## config.mk

```make
export PLATFORM = sky130hd
export DESIGN_NAME = multi_separator_stream_splitter_top_flat
export DESIGN_NICKNAME = d
export VERILOG_FILES = /design/src/hw/rtl/mss_pkg.sv /design/src/hw/rtl/mss_if.sv /design/src/hw/rtl/multi_separator_stream_splitter_top.sv /design/src/hw/rtl/mss_front.sv /design/src/hw/rtl/mss_cfg.sv /design/src/hw/rtl/mss_back.sv /design/src/flat_wrapper.sv
export SDC_FILE = /design/constraint.sdc
export NUM_CORES = 1
export LEC_CHECK = 0
export ABC_AREA = 1
export BUFFER_PORTS_ARGS = -buffer_cell sky130_fd_sc_hd__buf_2
export CAP_MARGIN = 30
export CORE_ASPECT_RATIO = 0.5
export CORE_MARGIN = 2
export CORE_UTILIZATION = 25
export DETAILED_ROUTE_END_ITERATION = 8
export GPL_TIMING_DRIVEN = 1
export PLACE_DENSITY = 0.47
export SLEW_MARGIN = 5
export SYNTH_ARGS = -nofsm -noshare
export SYNTH_HDL_FRONTEND = slang
export SYNTH_HIERARCHICAL = 1
export SYNTH_SLANG_ARGS = --single-unit
```

## constraint.sdc

```tcl
create_clock -name clk -period 6.3 [get_ports clk]
set_input_delay 1.26 -clock clk [delete_from_list [all_inputs] [get_ports clk]]
set_output_delay 1.26 -clock clk [all_outputs]
set_load 0.02 [all_outputs]
```

## src/hw/rtl/mss_pkg.sv

```systemverilog
// shared types and constants for the multi-separator stream splitter
// no dependencies; used by every other file of the block
package mss_pkg;

    localparam int NUM_PATTERN_REGS = 4;
    localparam int PATTERN_W        = 64;
    localparam int LEN_W            = 4;
    localparam int SEG_W            = 16;
    localparam int CFG_IDX_W        = 3;

    localparam logic [PATTERN_W-1:0] PATTERN_0_RESET = 64'd10;
    localparam logic [15:0]          LENGTHS_RESET   = 16'd1;
    localparam logic [SEG_W-1:0]     LIMIT_RESET     = 16'd100;

    typedef enum logic [CFG_IDX_W-1:0] {
        CFG_PATTERN_0 = 3'd0,
        CFG_PATTERN_1 = 3'd1,
        CFG_PATTERN_2 = 3'd2,
        CFG_PATTERN_3 = 3'd3,
        CFG_LENGTHS   = 3'd4,
        CFG_LIMIT     = 3'd5
    } cfg_idx_t;

    typedef enum logic [1:0] {
        KIND_OPEN  = 2'd0,
        KIND_DATA  = 2'd1,
        KIND_ERROR = 2'd2
    } kind_t;

    typedef enum logic [1:0] {
        ST_IDLE,
        ST_STEP,
        ST_DATA
    } state_t;

    typedef struct packed {
        logic [7:0] data_byte;
        logic       end_of_stream;
    } item_t;

    // decoded configuration handed to the sequencer
    typedef struct packed {
        logic [NUM_PATTERN_REGS-1:0][PATTERN_W-1:0] pattern;
        logic [NUM_PATTERN_REGS-1:0][LEN_W-1:0]     sep_len;
        logic [LEN_W-1:0]                           depth;
        logic [SEG_W-1:0]                           seg_limit;
    } cfg_t;

endpackage

```

## src/hw/rtl/mss_if.sv

```systemverilog
// channel interfaces: input bytes, result items, configuration writes
// depends on mss_pkg for field widths
interface mss_in_if;
    logic       valid;
    logic       ready;
    logic [7:0] data_byte;
    logic       end_of_stream;

    modport source (output valid, output data_byte, output end_of_stream, input ready);
    modport sink   (input valid, input data_byte, input end_of_stream, output ready);
endinterface

interface mss_out_if;
    logic                    valid;
    logic                    ready;
    logic [1:0]              kind;
    logic [7:0]              out_byte;
    logic [mss_pkg::SEG_W-1:0] segment_number;
    logic                    run_end;

    modport source (output valid, output kind, output out_byte, output segment_number,
                    output run_end, input ready);
    modport sink   (input valid, input kind, input out_byte, input segment_number,
                    input run_end, output ready);
endinterface

interface mss_cfg_if;
    logic                          valid;
    logic                          ready;
    logic [mss_pkg::CFG_IDX_W-1:0] index;
    logic [mss_pkg::PATTERN_W-1:0] data;

    modport source (output valid, output index, output data, input ready);
    modport sink   (input valid, input index, input data, output ready);
endinterface

```

## src/hw/rtl/multi_separator_stream_splitter_top.sv

```systemverilog
// path: an item is registered in the queue, the sequencer loads it into the window
// and then writes its first result to the output register
// throughput: the sequencer loads each item, then produces one result per cycle
// while the output register is free; an item without results is only loaded there
// reset: rst_n clears queue, sequencer and stream state, config to its reset values
// window bytes are not reset; the block accepts items as soon as reset is released
module multi_separator_stream_splitter_top #(
    parameter int NUM_SEPARATORS    = 4,
    parameter int MAX_SEPARATOR_LEN = 8
) (
    input  logic      clk,
    input  logic      rst_n,
    mss_in_if.sink    byte_ch,
    mss_out_if.source result_ch,
    mss_cfg_if.sink   cfg_ch
);
    import mss_pkg::*;

    // queue side of the front end
    logic  q_valid;
    item_t q_item;
    logic  q_pop;

    // decoded separators, depth and segment limit
    cfg_t  cfg;

    // front: takes bytes whenever the two-entry queue has room, so the
    // input side keeps moving while the back end works on an earlier item
    mss_front u_front (
        .clk     (clk),
        .rst_n   (rst_n),
        .byte_ch (byte_ch),
        .q_valid (q_valid),
        .q_item  (q_item),
        .q_pop   (q_pop)
    );

    // configuration registers; always ready; to be written only while idle, which the block does not enforce
    mss_cfg #(
        .NUM_SEPARATORS    (NUM_SEPARATORS),
        .MAX_SEPARATOR_LEN (MAX_SEPARATOR_LEN)
    ) u_cfg (
        .clk    (clk),
        .rst_n  (rst_n),
        .cfg_ch (cfg_ch),
        .cfg    (cfg)
    );

    // back: appends the byte to the window, then steps the separator check
    // while the window holds the configured depth (or drains at end of stream), one
    // result per cycle while the output register that decouples the sink is free
    mss_back #(
        .MAX_SEPARATOR_LEN (MAX_SEPARATOR_LEN)
    ) u_back (
        .clk       (clk),
        .rst_n     (rst_n),
        .q_valid   (q_valid),
        .q_item    (q_item),
        .q_pop     (q_pop),
        .cfg       (cfg),
        .result_ch (result_ch)
    );

endmodule

```

## src/hw/rtl/mss_front.sv

```systemverilog
// front end: accepts input items into a two-entry queue
// depends on mss_pkg and mss_if
module mss_front (
    input  logic           clk,
    input  logic           rst_n,
    mss_in_if.sink         byte_ch,
    output logic           q_valid,
    output mss_pkg::item_t q_item,
    input  logic           q_pop
);
    import mss_pkg::*;

    localparam int QUEUE_DEPTH = 2;

    item_t      entry_reg [QUEUE_DEPTH];
    logic       wr_ptr_reg, wr_ptr_next;
    logic       rd_ptr_reg, rd_ptr_next;
    logic [1:0] count_reg, count_next;
    logic       push;

    assign byte_ch.ready = (count_reg != 2'(QUEUE_DEPTH));
    assign push          = byte_ch.valid && byte_ch.ready;
    assign q_valid       = (count_reg != 2'd0);
    assign q_item        = entry_reg[rd_ptr_reg];

    always_comb
    begin
        wr_ptr_next = push  ? !wr_ptr_reg : wr_ptr_reg;
        rd_ptr_next = q_pop ? !rd_ptr_reg : rd_ptr_reg;
        count_next  = count_reg + 2'(push) - 2'(q_pop);
    end

    always_ff @(posedge clk or negedge rst_n)
    begin
        if (!rst_n)
        begin
            wr_ptr_reg <= 1'b0;
            rd_ptr_reg <= 1'b0;
            count_reg  <= 2'd0;
        end
        else
        begin
            wr_ptr_reg <= wr_ptr_next;
            rd_ptr_reg <= rd_ptr_next;
            count_reg  <= count_next;
        end
    end

    always_ff @(posedge clk)
    begin
        if (push)
        begin
            entry_reg[wr_ptr_reg] <= '{data_byte: byte_ch.data_byte,
                                       end_of_stream: byte_ch.end_of_stream};
        end
    end

endmodule

```

## src/hw/rtl/mss_cfg.sv

```systemverilog
// configuration registers and decode of separator lengths and window depth
// depends on mss_pkg and mss_if
module mss_cfg #(
    parameter int NUM_SEPARATORS    = 4,
    parameter int MAX_SEPARATOR_LEN = 8
) (
    input  logic          clk,
    input  logic          rst_n,
    mss_cfg_if.sink       cfg_ch,
    output mss_pkg::cfg_t cfg
);
    import mss_pkg::*;

    logic [NUM_PATTERN_REGS-1:0][PATTERN_W-1:0] pattern_reg;
    logic [15:0]                                lengths_reg;
    logic [SEG_W-1:0]                           limit_reg;
    logic                                       wr;

    assign cfg_ch.ready = 1'b1;
    assign wr           = cfg_ch.valid;

    always_ff @(posedge clk or negedge rst_n)
    begin
        if (!rst_n)
        begin
            // pattern 0 sits in the low bits, the others reset to zero
            pattern_reg    <= (NUM_PATTERN_REGS*PATTERN_W)'(PATTERN_0_RESET);
            lengths_reg    <= LENGTHS_RESET;
            limit_reg      <= LIMIT_RESET;
        end
        else if (wr)
        begin
            unique case (cfg_idx_t'(cfg_ch.index))
                CFG_PATTERN_0: pattern_reg[0] <= cfg_ch.data;
                CFG_PATTERN_1: pattern_reg[1] <= cfg_ch.data;
                CFG_PATTERN_2: pattern_reg[2] <= cfg_ch.data;
                CFG_PATTERN_3: pattern_reg[3] <= cfg_ch.data;
                CFG_LENGTHS:   lengths_reg    <= cfg_ch.data[15:0];
                CFG_LIMIT:     limit_reg      <= cfg_ch.data[SEG_W-1:0];
                default:       ;
            endcase
        end
    end

    // saturate lengths, drop separators beyond the configured count, derive the depth
    always_comb
    begin
        logic [LEN_W-1:0] raw;
        cfg.pattern   = pattern_reg;
        cfg.seg_limit = limit_reg;
        cfg.depth     = LEN_W'(1);
        for (int i = 0; i < NUM_PATTERN_REGS; i++)
        begin
            raw = lengths_reg[LEN_W*i +: LEN_W];
            if (i >= NUM_SEPARATORS)
                cfg.sep_len[i] = '0;
            else if (raw > LEN_W'(MAX_SEPARATOR_LEN))
                cfg.sep_len[i] = LEN_W'(MAX_SEPARATOR_LEN);
            else
                cfg.sep_len[i] = raw;
            if (cfg.sep_len[i] > cfg.depth)
                cfg.depth = cfg.sep_len[i];
        end
    end

endmodule

```

## src/hw/rtl/mss_back.sv

```systemverilog
// back end: look-ahead window, separator match and result sequencer
// depends on mss_pkg and mss_if
module mss_back #(
    parameter int MAX_SEPARATOR_LEN = 8
) (
    input  logic           clk,
    input  logic           rst_n,
    input  logic           q_valid,
    input  mss_pkg::item_t q_item,
    output logic           q_pop,
    input  mss_pkg::cfg_t  cfg,
    mss_out_if.source      result_ch
);
    import mss_pkg::*;

    localparam int FILL_W = $clog2(MAX_SEPARATOR_LEN + 1);

    state_t                             state_reg, state_next;
    logic [MAX_SEPARATOR_LEN-1:0][7:0]  window_reg, window_next;
    logic [FILL_W-1:0]                  fill_reg, fill_next;
    logic                               seg_open_reg, seg_open_next;
    logic [SEG_W-1:0]                   seg_cnt_reg, seg_cnt_next;
    logic                               halted_reg, halted_next;
    logic                               eos_reg, eos_next;

    logic                               out_valid_reg, out_valid_next;
    kind_t                              kind_reg, kind_next;
    logic [7:0]                         byte_reg, byte_next;
    logic [SEG_W-1:0]                   seg_num_reg, seg_num_next;
    logic                               run_end_reg, run_end_next;

    logic                               hit_any;
    logic [LEN_W-1:0]                   hit_len;
    logic [SEG_W-1:0]                   seg_inc;
    logic                               over_limit;
    logic                               go_data;
    logic                               halt_now;
    logic [LEN_W-1:0]                   consume_cnt;
    logic [FILL_W-1:0]                  fill_after;
    logic [FILL_W-1:0]                  fill_app;
    logic                               more;
    logic                               last;
    logic                               start_step;
    logic                               slot_free;
    logic                               emit;

    // match, consume and continue decisions
    always_comb
    begin
        logic sep_hit;
        hit_any = 1'b0;
        hit_len = '0;
        for (int i = NUM_PATTERN_REGS - 1; i >= 0; i--)
        begin
            sep_hit = (cfg.sep_len[i] != '0) && (cfg.sep_len[i] <= LEN_W'(fill_reg));
            for (int j = 0; j < MAX_SEPARATOR_LEN; j++)
            begin
                if ((LEN_W'(j) < cfg.sep_len[i]) &&
                    (cfg.pattern[i][8*j +: 8] != window_reg[j]))
                    sep_hit = 1'b0;
            end
            if (sep_hit)
            begin
                hit_any = 1'b1;
                hit_len = cfg.sep_len[i];
            end
        end

        seg_inc    = seg_cnt_reg + SEG_W'(1);
        over_limit = (seg_inc >= cfg.seg_limit);
        go_data    = (state_reg == ST_STEP) && !hit_any && !seg_open_reg && !over_limit;
        halt_now   = (state_reg == ST_STEP) && (hit_any || !seg_open_reg) && over_limit;

        unique case (state_reg)
            ST_STEP: consume_cnt = hit_any ? hit_len : LEN_W'(seg_open_reg);
            ST_DATA: consume_cnt = LEN_W'(1);
            default: consume_cnt = '0;
        endcase

        fill_after = fill_reg - FILL_W'(consume_cnt);
        more       = !halt_now && (fill_after != '0) &&
                     (eos_reg || (LEN_W'(fill_after) >= cfg.depth));
        last       = !go_data && !more;

        fill_app   = (fill_reg < FILL_W'(MAX_SEPARATOR_LEN)) ? fill_reg + FILL_W'(1)
                                                              : fill_reg;
        start_step = q_item.end_of_stream || (LEN_W'(fill_app) >= cfg.depth);

        slot_free  = !out_valid_reg || result_ch.ready;
        emit       = ((state_reg == ST_STEP) || (state_reg == ST_DATA)) && slot_free;
    end

    // next state
    always_comb
    begin
        state_next = state_reg;
        unique case (state_reg)
            ST_IDLE:
            begin
                if (q_valid && !halted_reg && start_step)
                    state_next = ST_STEP;
            end
            ST_STEP:
            begin
                if (emit)
                    state_next = go_data ? ST_DATA : (last ? ST_IDLE : ST_STEP);
            end
            ST_DATA:
            begin
                if (emit)
                    state_next = last ? ST_IDLE : ST_STEP;
            end
            default: state_next = ST_IDLE;
        endcase
    end

    // datapath updates and result payload
    always_comb
    begin
        q_pop          = 1'b0;
        window_next    = window_reg;
        fill_next      = fill_reg;
        seg_open_next  = seg_open_reg;
        seg_cnt_next   = seg_cnt_reg;
        halted_next    = halted_reg;
        eos_next       = eos_reg;
        out_valid_next = result_ch.ready ? 1'b0 : out_valid_reg;
        kind_next      = kind_reg;
        byte_next      = byte_reg;
        seg_num_next   = seg_num_reg;
        run_end_next   = run_end_reg;

        unique case (state_reg)
            ST_IDLE:
            begin
                q_pop = q_valid;
                if (q_valid)
                begin
                    if (halted_reg)
                    begin
                        if (q_item.end_of_stream)
                        begin
                            fill_next     = '0;
                            seg_open_next = 1'b0;
                            seg_cnt_next  = '0;
                            halted_next   = 1'b0;
                        end
                    end
                    else
                    begin
                        for (int j = 0; j < MAX_SEPARATOR_LEN; j++)
                        begin
                            if (fill_reg == FILL_W'(j))
                                window_next[j] = q_item.data_byte;
                        end
                        fill_next = fill_app;
                        eos_next  = q_item.end_of_stream;
                    end
                end
            end
            ST_STEP, ST_DATA:
            begin
                if (emit)
                begin
                    out_valid_next = 1'b1;
                    run_end_next   = last;
                    window_next    = window_reg >> {consume_cnt, 3'b000};
                    fill_next      = fill_after;
                    if ((state_reg == ST_STEP) && (hit_any || !seg_open_reg))
                    begin
                        // close any open segment and open the next one, or report an error at the limit
                        seg_cnt_next = seg_inc;
                        byte_next    = 8'd0;
                        seg_num_next = seg_inc;
                        if (over_limit)
                        begin
                            kind_next     = KIND_ERROR;
                            halted_next   = 1'b1;
                            seg_open_next = 1'b0;
                        end
                        else
                        begin
                            kind_next     = KIND_OPEN;
                            seg_open_next = 1'b1;
                        end
                    end
                    else
                    begin
                        kind_next    = KIND_DATA;
                        byte_next    = window_reg[0];
                        seg_num_next = seg_cnt_reg;
                    end
                    if (last && eos_reg)
                    begin
                        fill_next     = '0;
                        seg_open_next = 1'b0;
                        seg_cnt_next  = '0;
                        halted_next   = 1'b0;
                    end
                end
            end
            default: ;
        endcase
    end

    always_ff @(posedge clk or negedge rst_n)
    begin
        if (!rst_n)
        begin
            state_reg     <= ST_IDLE;
            fill_reg      <= '0;
            seg_open_reg  <= 1'b0;
            seg_cnt_reg   <= '0;
            halted_reg    <= 1'b0;
            eos_reg       <= 1'b0;
            out_valid_reg <= 1'b0;
        end
        else
        begin
            state_reg     <= state_next;
            fill_reg      <= fill_next;
            seg_open_reg  <= seg_open_next;
            seg_cnt_reg   <= seg_cnt_next;
            halted_reg    <= halted_next;
            eos_reg       <= eos_next;
            out_valid_reg <= out_valid_next;
        end
    end

    always_ff @(posedge clk)
    begin
        window_reg  <= window_next;
        kind_reg    <= kind_next;
        byte_reg    <= byte_next;
        seg_num_reg <= seg_num_next;
        run_end_reg <= run_end_next;
    end

    assign result_ch.valid          = out_valid_reg;
    assign result_ch.kind           = kind_reg;
    assign result_ch.out_byte       = byte_reg;
    assign result_ch.segment_number = seg_num_reg;
    assign result_ch.run_end        = run_end_reg;

endmodule

```

## src/flat_wrapper.sv

```systemverilog
// flat-port wrapper written by rule: the top's interface ports become plain ports
module multi_separator_stream_splitter_top_flat import mss_pkg::*;
#(
    parameter int NUM_SEPARATORS    = 4,
    parameter int MAX_SEPARATOR_LEN = 8
)
  (clk, rst_n, byte_ch_valid, byte_ch_data_byte, byte_ch_end_of_stream, byte_ch_ready, result_ch_valid, result_ch_kind, result_ch_out_byte, result_ch_segment_number, result_ch_run_end, result_ch_ready, cfg_ch_valid, cfg_ch_index, cfg_ch_data, cfg_ch_ready);
  mss_in_if byte_ch_i ();
  mss_out_if result_ch_i ();
  mss_cfg_if cfg_ch_i ();
  input  logic clk;
  input  logic rst_n;
  input wire logic [$bits(byte_ch_i.valid)-1:0] byte_ch_valid;
  input wire logic [$bits(byte_ch_i.data_byte)-1:0] byte_ch_data_byte;
  input wire logic [$bits(byte_ch_i.end_of_stream)-1:0] byte_ch_end_of_stream;
  output wire logic [$bits(byte_ch_i.ready)-1:0] byte_ch_ready;
  output wire logic [$bits(result_ch_i.valid)-1:0] result_ch_valid;
  output wire logic [$bits(result_ch_i.kind)-1:0] result_ch_kind;
  output wire logic [$bits(result_ch_i.out_byte)-1:0] result_ch_out_byte;
  output wire logic [$bits(result_ch_i.segment_number)-1:0] result_ch_segment_number;
  output wire logic [$bits(result_ch_i.run_end)-1:0] result_ch_run_end;
  input wire logic [$bits(result_ch_i.ready)-1:0] result_ch_ready;
  input wire logic [$bits(cfg_ch_i.valid)-1:0] cfg_ch_valid;
  input wire logic [$bits(cfg_ch_i.index)-1:0] cfg_ch_index;
  input wire logic [$bits(cfg_ch_i.data)-1:0] cfg_ch_data;
  output wire logic [$bits(cfg_ch_i.ready)-1:0] cfg_ch_ready;
  assign byte_ch_i.valid = byte_ch_valid;
  assign byte_ch_i.data_byte = byte_ch_data_byte;
  assign byte_ch_i.end_of_stream = byte_ch_end_of_stream;
  assign byte_ch_ready = byte_ch_i.ready;
  assign result_ch_valid = result_ch_i.valid;
  assign result_ch_kind = result_ch_i.kind;
  assign result_ch_out_byte = result_ch_i.out_byte;
  assign result_ch_segment_number = result_ch_i.segment_number;
  assign result_ch_run_end = result_ch_i.run_end;
  assign result_ch_i.ready = result_ch_ready;
  assign cfg_ch_i.valid = cfg_ch_valid;
  assign cfg_ch_i.index = cfg_ch_index;
  assign cfg_ch_i.data = cfg_ch_data;
  assign cfg_ch_ready = cfg_ch_i.ready;
  multi_separator_stream_splitter_top #(.NUM_SEPARATORS(NUM_SEPARATORS), .MAX_SEPARATOR_LEN(MAX_SEPARATOR_LEN)) u_core (.clk(clk), .rst_n(rst_n), .byte_ch(byte_ch_i), .result_ch(result_ch_i), .cfg_ch(cfg_ch_i));
endmodule
```

==> impl_results.md, run 1 <==
* Capturing point of the worst reg2reg path: u_core/u_back/seg_cnt_reg[11]$_DFFE_PN0P_
* Outcome: complete, no violations
* Clock sinks at 427
* Number of global-route vias before repair at 20074
* Post-synth net total at 3352
* Die width at 447 um
* Cell Area, Synth at 24500 um2
* # rows at 81
* Die Area at 101000 um2
* Critical Path Sink: u_core/u_back/seg_cnt_reg[11]$_DFFE_PN0P_
* Hold bufs inserted after CTS at 0
* R2R Path Start: u_core/u_cfg/lengths_reg[7]$_DFFE_PN0P_
* Setup bufs post-CTS at 0
* # IOs at 111
* Num CTS Buffers at 48
* Share of cells above drive strength 1 at 10.2%
* Reg2Reg Depth at 39
* Setup TNS at 0 ns
* Mapped Cells at 3206
* Routed WL at 78.1 mm
* Fin crit share at 86.5%
* Vias per Instance at 4.45
* Area of the core at 97500 um2
* RSZ-0062 raised after global routing: false
* Crit path depth at 39
* CP endpoint kind: flip-flop
* Final nets at 3402
* DR iter-0 viols at 1531
* Yosys warns at 6
* DR DRC count at 0
* Worst slew pin tran at 0.937 ns
* WL per Instance at 16.9 um
* Register area share after synthesis at 45.8%
* Clk Latency, worst-skew pair at 0.62 ns
* Synth Register Bits at 427
* TritonCTS clock tree: done
* Root Buffer: clkbuf_16
* Post-route cell area at 28000 um2
* Clk_skew at 0.0353 ns
* Post-DRT Antenna Nets at 0
* Yosys cell types at 57
* Vias at 20550
* Maximum vdd drop at 0.265 mV
* Crit Path Class: reg2reg
* Slowest CP cell: dfrtp_1
* Max-Cap Viols at 0
* Drt pass-1 iters at 6
* First-pass GRT wire length at 121 mm
* Lkg Pwr at 13.4 nW
* DP Cell Count at 4534
* Rel. slew slack at 37.4%
* Clk slew on worst S/H paths at 0.06 ns
* Max reg flops at 256
* H-tree depth at 2
* Storage element area at 11200 um2
* Gpl congestion at 0.895
* Final Non-Filler Cells at 4623
* Placed instance area at 26400 um2
* Congestion Overflow GR at 0
* Crit path largest cell delay at 0.51 ns
* IO Port Bufs at 109
* Multiplexer share of the synthesized area at 0.551%
* Tot GR Track Use at 15.5%
* Worst Path Arrival at 5.91 ns
* Fmax at 184 MHz
* Initial antenna violation count at 3
* Min Clock Period, post-route at 5.45 ns
* Syn Area/Cell at 7.65 um2
* Final hold violation count at 0
* Synth Area in Adders at 3.35%
* Max Slew Vio Count at 0
* Initial core utilization at 25.1%
* Synth Area in Simple Gates at 26.3%
* Setup violators final at 0
* Crit path launch: u_core/u_cfg/lengths_reg[7]$_DFFE_PN0P_
* Xor/xnor share of the synthesized area at 4.86%
* Cell mode on critical path: nand2_1
* Die height at 225 um
* # resized after CTS at 0
* Crit path launch type: flip-flop
* R2r setup slk at 0.85 ns
* # fillers at 10675
* Multi-input logic area at 11200 um2
* Pwr/cell area at 485 nW/um2
* CP delay by family, top: simple AND/OR/NAND/NOR gates
* Largest net degree at the start of global routing at 128
* Post-synthesis compound-gate area fraction at 10.6%
* Main combinational cell family by area after synthesis: simple AND/OR/NAND/NOR gates
* Req. time, crit path at 6.76 ns
* Crit Path Max Fanout at 16
* Final HPWL DP at 57.8 mm
* Buffers and inverters on the worst path at 7
* Hold Crit Class: reg2reg
* Clock tree buffer depth at 3
* Synthesis-to-finish area growth at 14.0%
==> cell usage in the layout, fill, tap and decap left out, types with 3 or more instances in the layout <==
cell       synthesis  routed
dfstp_2            6       6
dfrtp_1          312     312
nor2_1           187     186
inv_1            340     340
buf_4              3      30
nand2_2           14      14
nand2_4            7       9
nor2_2             2       3
ha_1              64      64
clkbuf_8           0      11
a22oi_1            4       4
nor3_1            21      21
a21boi_0           4       4
o21ai_0          353     353
o211ai_1           8       8
nand3b_1           3       3
inv_2             47      47
clkbuf_16          0      48
nand2_1         1025    1023
a31oi_1            4       4
nand3_1          203     201
edfxtp_1         109     109
xnor2_1           74      74
or2_1              8       8
nand3_2            5       5
and2_1             5       5
clkinv_2           0       6
buf_2             48     108
o21ai_1           36      36
o21bai_1           3       3
nand4_1           39      39
clkbuf_1          79      14
xor2_1            62      62
a21oi_1           63      63
or2_2             18      18
nor2_4             3       3
mux2_4             9       9
or2_0              3       3
==> layout make-up <==
| type | instances | area share (%) |
|---|---|---|
| diodes | 1 | 0.00895 |
| clock buffers | 73 | 5.03 |
| clock inverters | 15 | 0.430 |
| inverters | 387 | 5.20 |
| multi-input cells | 2251 | 40.2 |
| flip-flops and latches | 427 | 40.2 |
| well taps | 1328 | 5.94 |
| repair buffers | 141 | 2.96 |
==> Yosys cell counts, drive strengths merged <==
cell        n  area share [%]
a211oi      2           0.061
a21boi      5            0.20
a21oi      65             1.4
a221oi      1           0.036
a22oi       4            0.12
a31oi       4            0.10
and2        8            0.22
buf        60             1.3
clkbuf     81             1.3
conb        1           0.015
dfrtp     312              32
dfstp       6            0.64
edfxtp    109              13
fa          1           0.082
ha         64             3.3
inv       387             5.9
mux2        9            0.55
nand2    1046              16
nand3     208             4.3
nand3b      3           0.092
nand4      39             1.0
nor2      192             3.1
nor3       22            0.47
nor4        1           0.026
o2111a      1           0.046
o2111ai     2           0.071
o211ai      9            0.30
o21a        2           0.061
o21ai     390             8.0
o21bai      3           0.092
o221ai      1           0.036
o22ai       1           0.026
o31ai       2           0.061
or2        29            0.74
xnor2      74             2.6
xor2       62             2.2
==> where the power goes <==
part           leakage, nW  switching [mW]  total, mW  internal (mW)
logic                 7.61            4.02       6.03           2.01
clock network        0.749            1.18       2.76           1.58
registers             5.04           0.903       4.77           3.86
==> worst min-delay path by stage <==
stage                                             start                                       end  slack, ns  cells past startpoint
4_1_cts          u_core/u_cfg/limit_reg[10]$_DFFE_PN0P_    u_core/u_cfg/limit_reg[10]$_DFFE_PN0P_       0.49                      2
3_5_place_dp     u_core/u_cfg/limit_reg[10]$_DFFE_PN0P_    u_core/u_cfg/limit_reg[10]$_DFFE_PN0P_       0.47                      2
6_report         u_core/u_cfg/limit_reg[13]$_DFFE_PN0P_    u_core/u_cfg/limit_reg[13]$_DFFE_PN0P_       0.48                      2
2_1_floorplan  u_core/u_cfg/lengths_reg[12]$_DFFE_PN0P_  u_core/u_cfg/lengths_reg[12]$_DFFE_PN0P_       0.45                      2
5_1_grt           u_core/u_cfg/limit_reg[1]$_DFFE_PN0P_     u_core/u_cfg/limit_reg[1]$_DFFE_PN0P_       0.50                      2
3_3_place_gp      u_core/u_cfg/limit_reg[4]$_DFFE_PN0P_     u_core/u_cfg/limit_reg[4]$_DFFE_PN0P_       0.47                      2
==> metrics by stage <==
step | total power, mW | setup WS, ns | utilization [%] | hold slack (ns)
after global placement | 10.8 | 0.919 | 27.1 | 0.466
after floorplan | 8.73 | 1.37 | - | 0.453
after detailed placement | 10.8 | 0.852 | 27.1 | 0.473
after CTS | 13.7 | 0.871 | 28.7 | 0.488
after global routing | 14.7 | 0.246 | 28.7 | 0.505
final | 13.6 | 0.853 | 28.7 | 0.478
==> per-layer routing <==
metal	vias up	GRT usage (%)	share of wire (%)
li1	10347	-	-
met1	9634	22.2	48
met2	474	24.4	44
met3	91	2.61	5.6
met4	4	3.74	2.0
met5	-	0	0.029
==> worst min-delay path, cell delays in order (launching register included) <==
cell and delay [ns]:
dfrtp_1 0.34, nand2_1 0.05, o21ai_0 0.05
==> logic make-up after synthesis <==
kind of cell	Yosys count
AO/OA/AOI/OAI	492
adder cells (fa/ha/maj)	65
AND/OR/NAND/NOR	1548
other	1
XOR/XNOR	136
flip-flops	427
buffers and inverters	528
multiplexers	9
Note: power is estimated with default switching activity, not from simulation.
==> run 2, diff against run 1 <==
--- a/config.mk
+++ b/config.mk
@@ -10,10 +10,10 @@
 export CAP_MARGIN = 30
 export CORE_ASPECT_RATIO = 0.5
 export CORE_MARGIN = 2
-export CORE_UTILIZATION = 25
+export CORE_UTILIZATION = 53
 export DETAILED_ROUTE_END_ITERATION = 8
 export GPL_TIMING_DRIVEN = 1
-export PLACE_DENSITY = 0.47
+export PLACE_DENSITY = 0.78
 export SLEW_MARGIN = 5
 export SYNTH_ARGS = -nofsm -noshare
 export SYNTH_HDL_FRONTEND = slang
==> run 2 against run 1 <==
Compared with the run above:
- die area down 52%
- global-route usage up 13 points
- clock skew down 0.0084 ns
- via count up 3.6%
- critical path depth unchanged
- setup slack worse by 0.21 ns
- fmax down 3.7%
==> impl_results.md, run 2 (synthesis results as in run 1) <==
* Outcome: complete, no violations
* R2R Path Start: u_core/u_cfg/lengths_reg[3]$_DFFE_PN0P_
* Max-Cap Viols at 0 (unchanged)
* P_sw at 5.90 mW (-3.4%)
* Rel. slew slack at 38.3% (+0.91 points)
* Final HPWL DP at 48.8 mm (-16%)
* Reg2Reg Depth at 39 (unchanged)
* Internal power at 7.29 mW (-2.1%)
* Routed WL at 67.6 mm (-13%)
* Sw Ratio at 44.7% (-0.34 points)
* Hold bufs inserted after CTS at 0 (unchanged)
* Clk Latency, worst-skew pair at 0.56 ns (-0.06 ns)
* Crit Path Class: reg2reg
* Initial antenna violation count at 3 (unchanged)
* Drt pass-1 iters at 7 (+1)
* Clk_skew at 0.0269 ns (-0.00841 ns)
* WHS Path Cells at 2 (unchanged)
* Setup violators final at 0 (unchanged)
* # resized after CTS at 0 (unchanged)
* Capturing point of the worst reg2reg path: u_core/u_back/seg_cnt_reg[7]$_DFFE_PN0P_
* Setup bufs post-CTS at 0 (unchanged)
* Post-route cell area at 26800 um2 (-4.0%)
* TritonCTS clock tree: done
* # fillers at 4092 (-62%)
* Placed instance area at 25500 um2 (-3.6%)
* Fmax at 177 MHz (-3.7%)
* DR DRC count at 0 (unchanged)
* Initial core utilization at 54.0% (+29 points)
* Most frequent cells in the layout: nand2_1 (1023), o21ai_0 (353), inv_1 (340)
* Total power draw at 13.2 mW (-2.7%)
* First-pass GRT wire length at 107 mm (-11%)
* Worst hold endpoint: u_core/u_cfg/limit_reg[15]$_DFFE_PN0P_
* Number of global-route vias before repair at 19890 (-0.92%)
* Min Clock Period, post-route at 5.66 ns (+0.212 ns)
* Pwr/cell area at 491 nW/um2 (+1.3%)
* Post-DRT Antenna Nets at 0 (unchanged)
* Die Area at 48100 um2 (-52%)
* Final Non-Filler Cells at 3879 (-16%)
* IO Port Bufs at 109 (unchanged)
* Maximum vdd drop at 0.235 mV (-11%)
* WL per Instance at 17.4 um (+3.2%)
* Worst setup slack after placement at 0.740 ns (-0.112 ns)
* DR iter-0 viols at 2473 (+62%)
* Worst Path Arrival at 6.07 ns (+0.16 ns)
* Area of the core at 45400 um2 (-53%)
* Max reg flops at 256 (unchanged)
* Tot GR Track Use at 28.3% (+13 points)
* Largest net degree at the start of global routing at 145 (+13%)
* Lkg Pwr at 13.3 nW (-0.73%)
* RSZ-0062 raised after global routing: false
* Fin Hold WS at 0.487 ns (+0.00924 ns)
* Share of cells above drive strength 1 at 9.85% (-0.38 points)
* Worst slew pin tran at 0.923 ns (-0.0136 ns)
* Commonest non-fill, non-tap cell in the layout: nand2_1
* DP Cell Count at 3801 (-16%)
* # rows at 55 (-32%)
* Fin crit share at 89.8% (+3.4 points)
* Die height at 156 um (-31%)
* Vias per Instance at 5.49 (+23%)
* Vias at 21293 (+3.6%)
* CP endpoint kind: flip-flop
* Crit path largest cell delay at 0.49 ns (-0.02 ns)
* Final WS setup at 0.641 ns (-0.212 ns)
* Slowest CP cell: dfrtp_1
* Root Buffer: clkbuf_16
* R2r setup slk at 0.64 ns (-0.21 ns)
* Clock sinks at 427 (unchanged)
* H-tree depth at 2 (unchanged)
* Num CTS Buffers at 41 (-15%)
* Congestion Overflow GR at 0 (unchanged)
* Synthesis-to-finish area growth at 9.48%
* Sequential Power Share at 36.0% (+0.8 points)
* Comb power frac at 44.8% (+0.3 points)
* Clk slew on worst S/H paths at 0.08 ns (+0.02 ns)
* Clock tree buffer depth at 3 (unchanged)
* Util after Layout at 59.1% (+30 points)
* Cell mode on critical path: nand2_1
* Max Slew Vio Count at 0 (unchanged)
* Die width at 308 um (-31%)
* Final nets at 3393 (-0.26%)
* Crit Path Max Fanout at 16 (unchanged)
* Clock share of power at 19.2% (-1.2 points)
* Hold Crit Class: reg2reg
* Gpl congestion at 0.999 (+12%)
* Setup TNS at 0 ns (unchanged)
* # IOs at 111 (unchanged)
* Req. time, crit path at 6.72 ns (-0.04 ns)
* Final hold violation count at 0 (unchanged)
* Crit path launch type: flip-flop
* HP Start: u_core/u_cfg/limit_reg[15]$_DFFE_PN0P_
[run 2: power by group through the flow]
stage                     Sequential (mW)  Clock [mW]  Combinational (mW)
final                                4.75        2.53                5.91
after global routing                 4.85        2.67                6.58
after CTS                            4.73        2.57                5.79
after detailed placement             4.77           0                5.73
after global placement               4.74           0                5.58
after floorplan                      4.43           0                4.30
[run 2: worst max path at each step]
stage	slack (ns)	endpoint	startpoint	cells past startpoint
5_1_grt	0.19	u_core/u_back/seg_cnt_reg[12]$_DFFE_PN0P_	u_core/u_cfg/lengths_reg[3]$_DFFE_PN0P_	39
3_3_place_gp	0.93	u_core/u_back/seg_cnt_reg[13]$_DFFE_PN0P_	u_core/u_cfg/lengths_reg[3]$_DFFE_PN0P_	39
2_1_floorplan	1.37	u_core/u_back/seg_cnt_reg[0]$_DFFE_PN0P_	u_core/u_cfg/lengths_reg[13]$_DFFE_PN0P_	38
4_1_cts	0.70	u_core/u_back/seg_cnt_reg[12]$_DFFE_PN0P_	u_core/u_cfg/lengths_reg[3]$_DFFE_PN0P_	39
3_5_place_dp	0.74	u_core/u_back/seg_cnt_reg[12]$_DFFE_PN0P_	u_core/u_cfg/lengths_reg[3]$_DFFE_PN0P_	39
6_report	0.64	u_core/u_back/seg_cnt_reg[7]$_DFFE_PN0P_	u_core/u_cfg/lengths_reg[3]$_DFFE_PN0P_	39
[run 2: worst max-delay path: cells and delay by family, from the launching register on]
kind	cells	cell delay [ns]
and+or+nand+nor	21	2.24
buffers and inverters	8	0.66
AOI/OAI and AO/OA	6	0.88
DFF	1	0.49
adders and majority gates	4	1.20
[run 2: final cells by class]
class	count	area, um2	share of cell area [%]
inverter	387	1450	5.41
clock buffer	61	1260	4.68
timing repair buffer	139	801	2.98
antenna	2	5.00	0.0186
tap	598	748	2.79
multi-input combinational	2251	11200	41.9
clock inverter	14	95.1	0.354
sequential	427	11200	41.9
[run 2: routing by layer]
layer	track usage (%)	vias up	wire length [um]
li1	-	10306	-
met1	40.8	10012	30500
met2	43.5	858	29400
met3	6.19	117	6420
met4	6.92	0	1390
met5	0	-	0
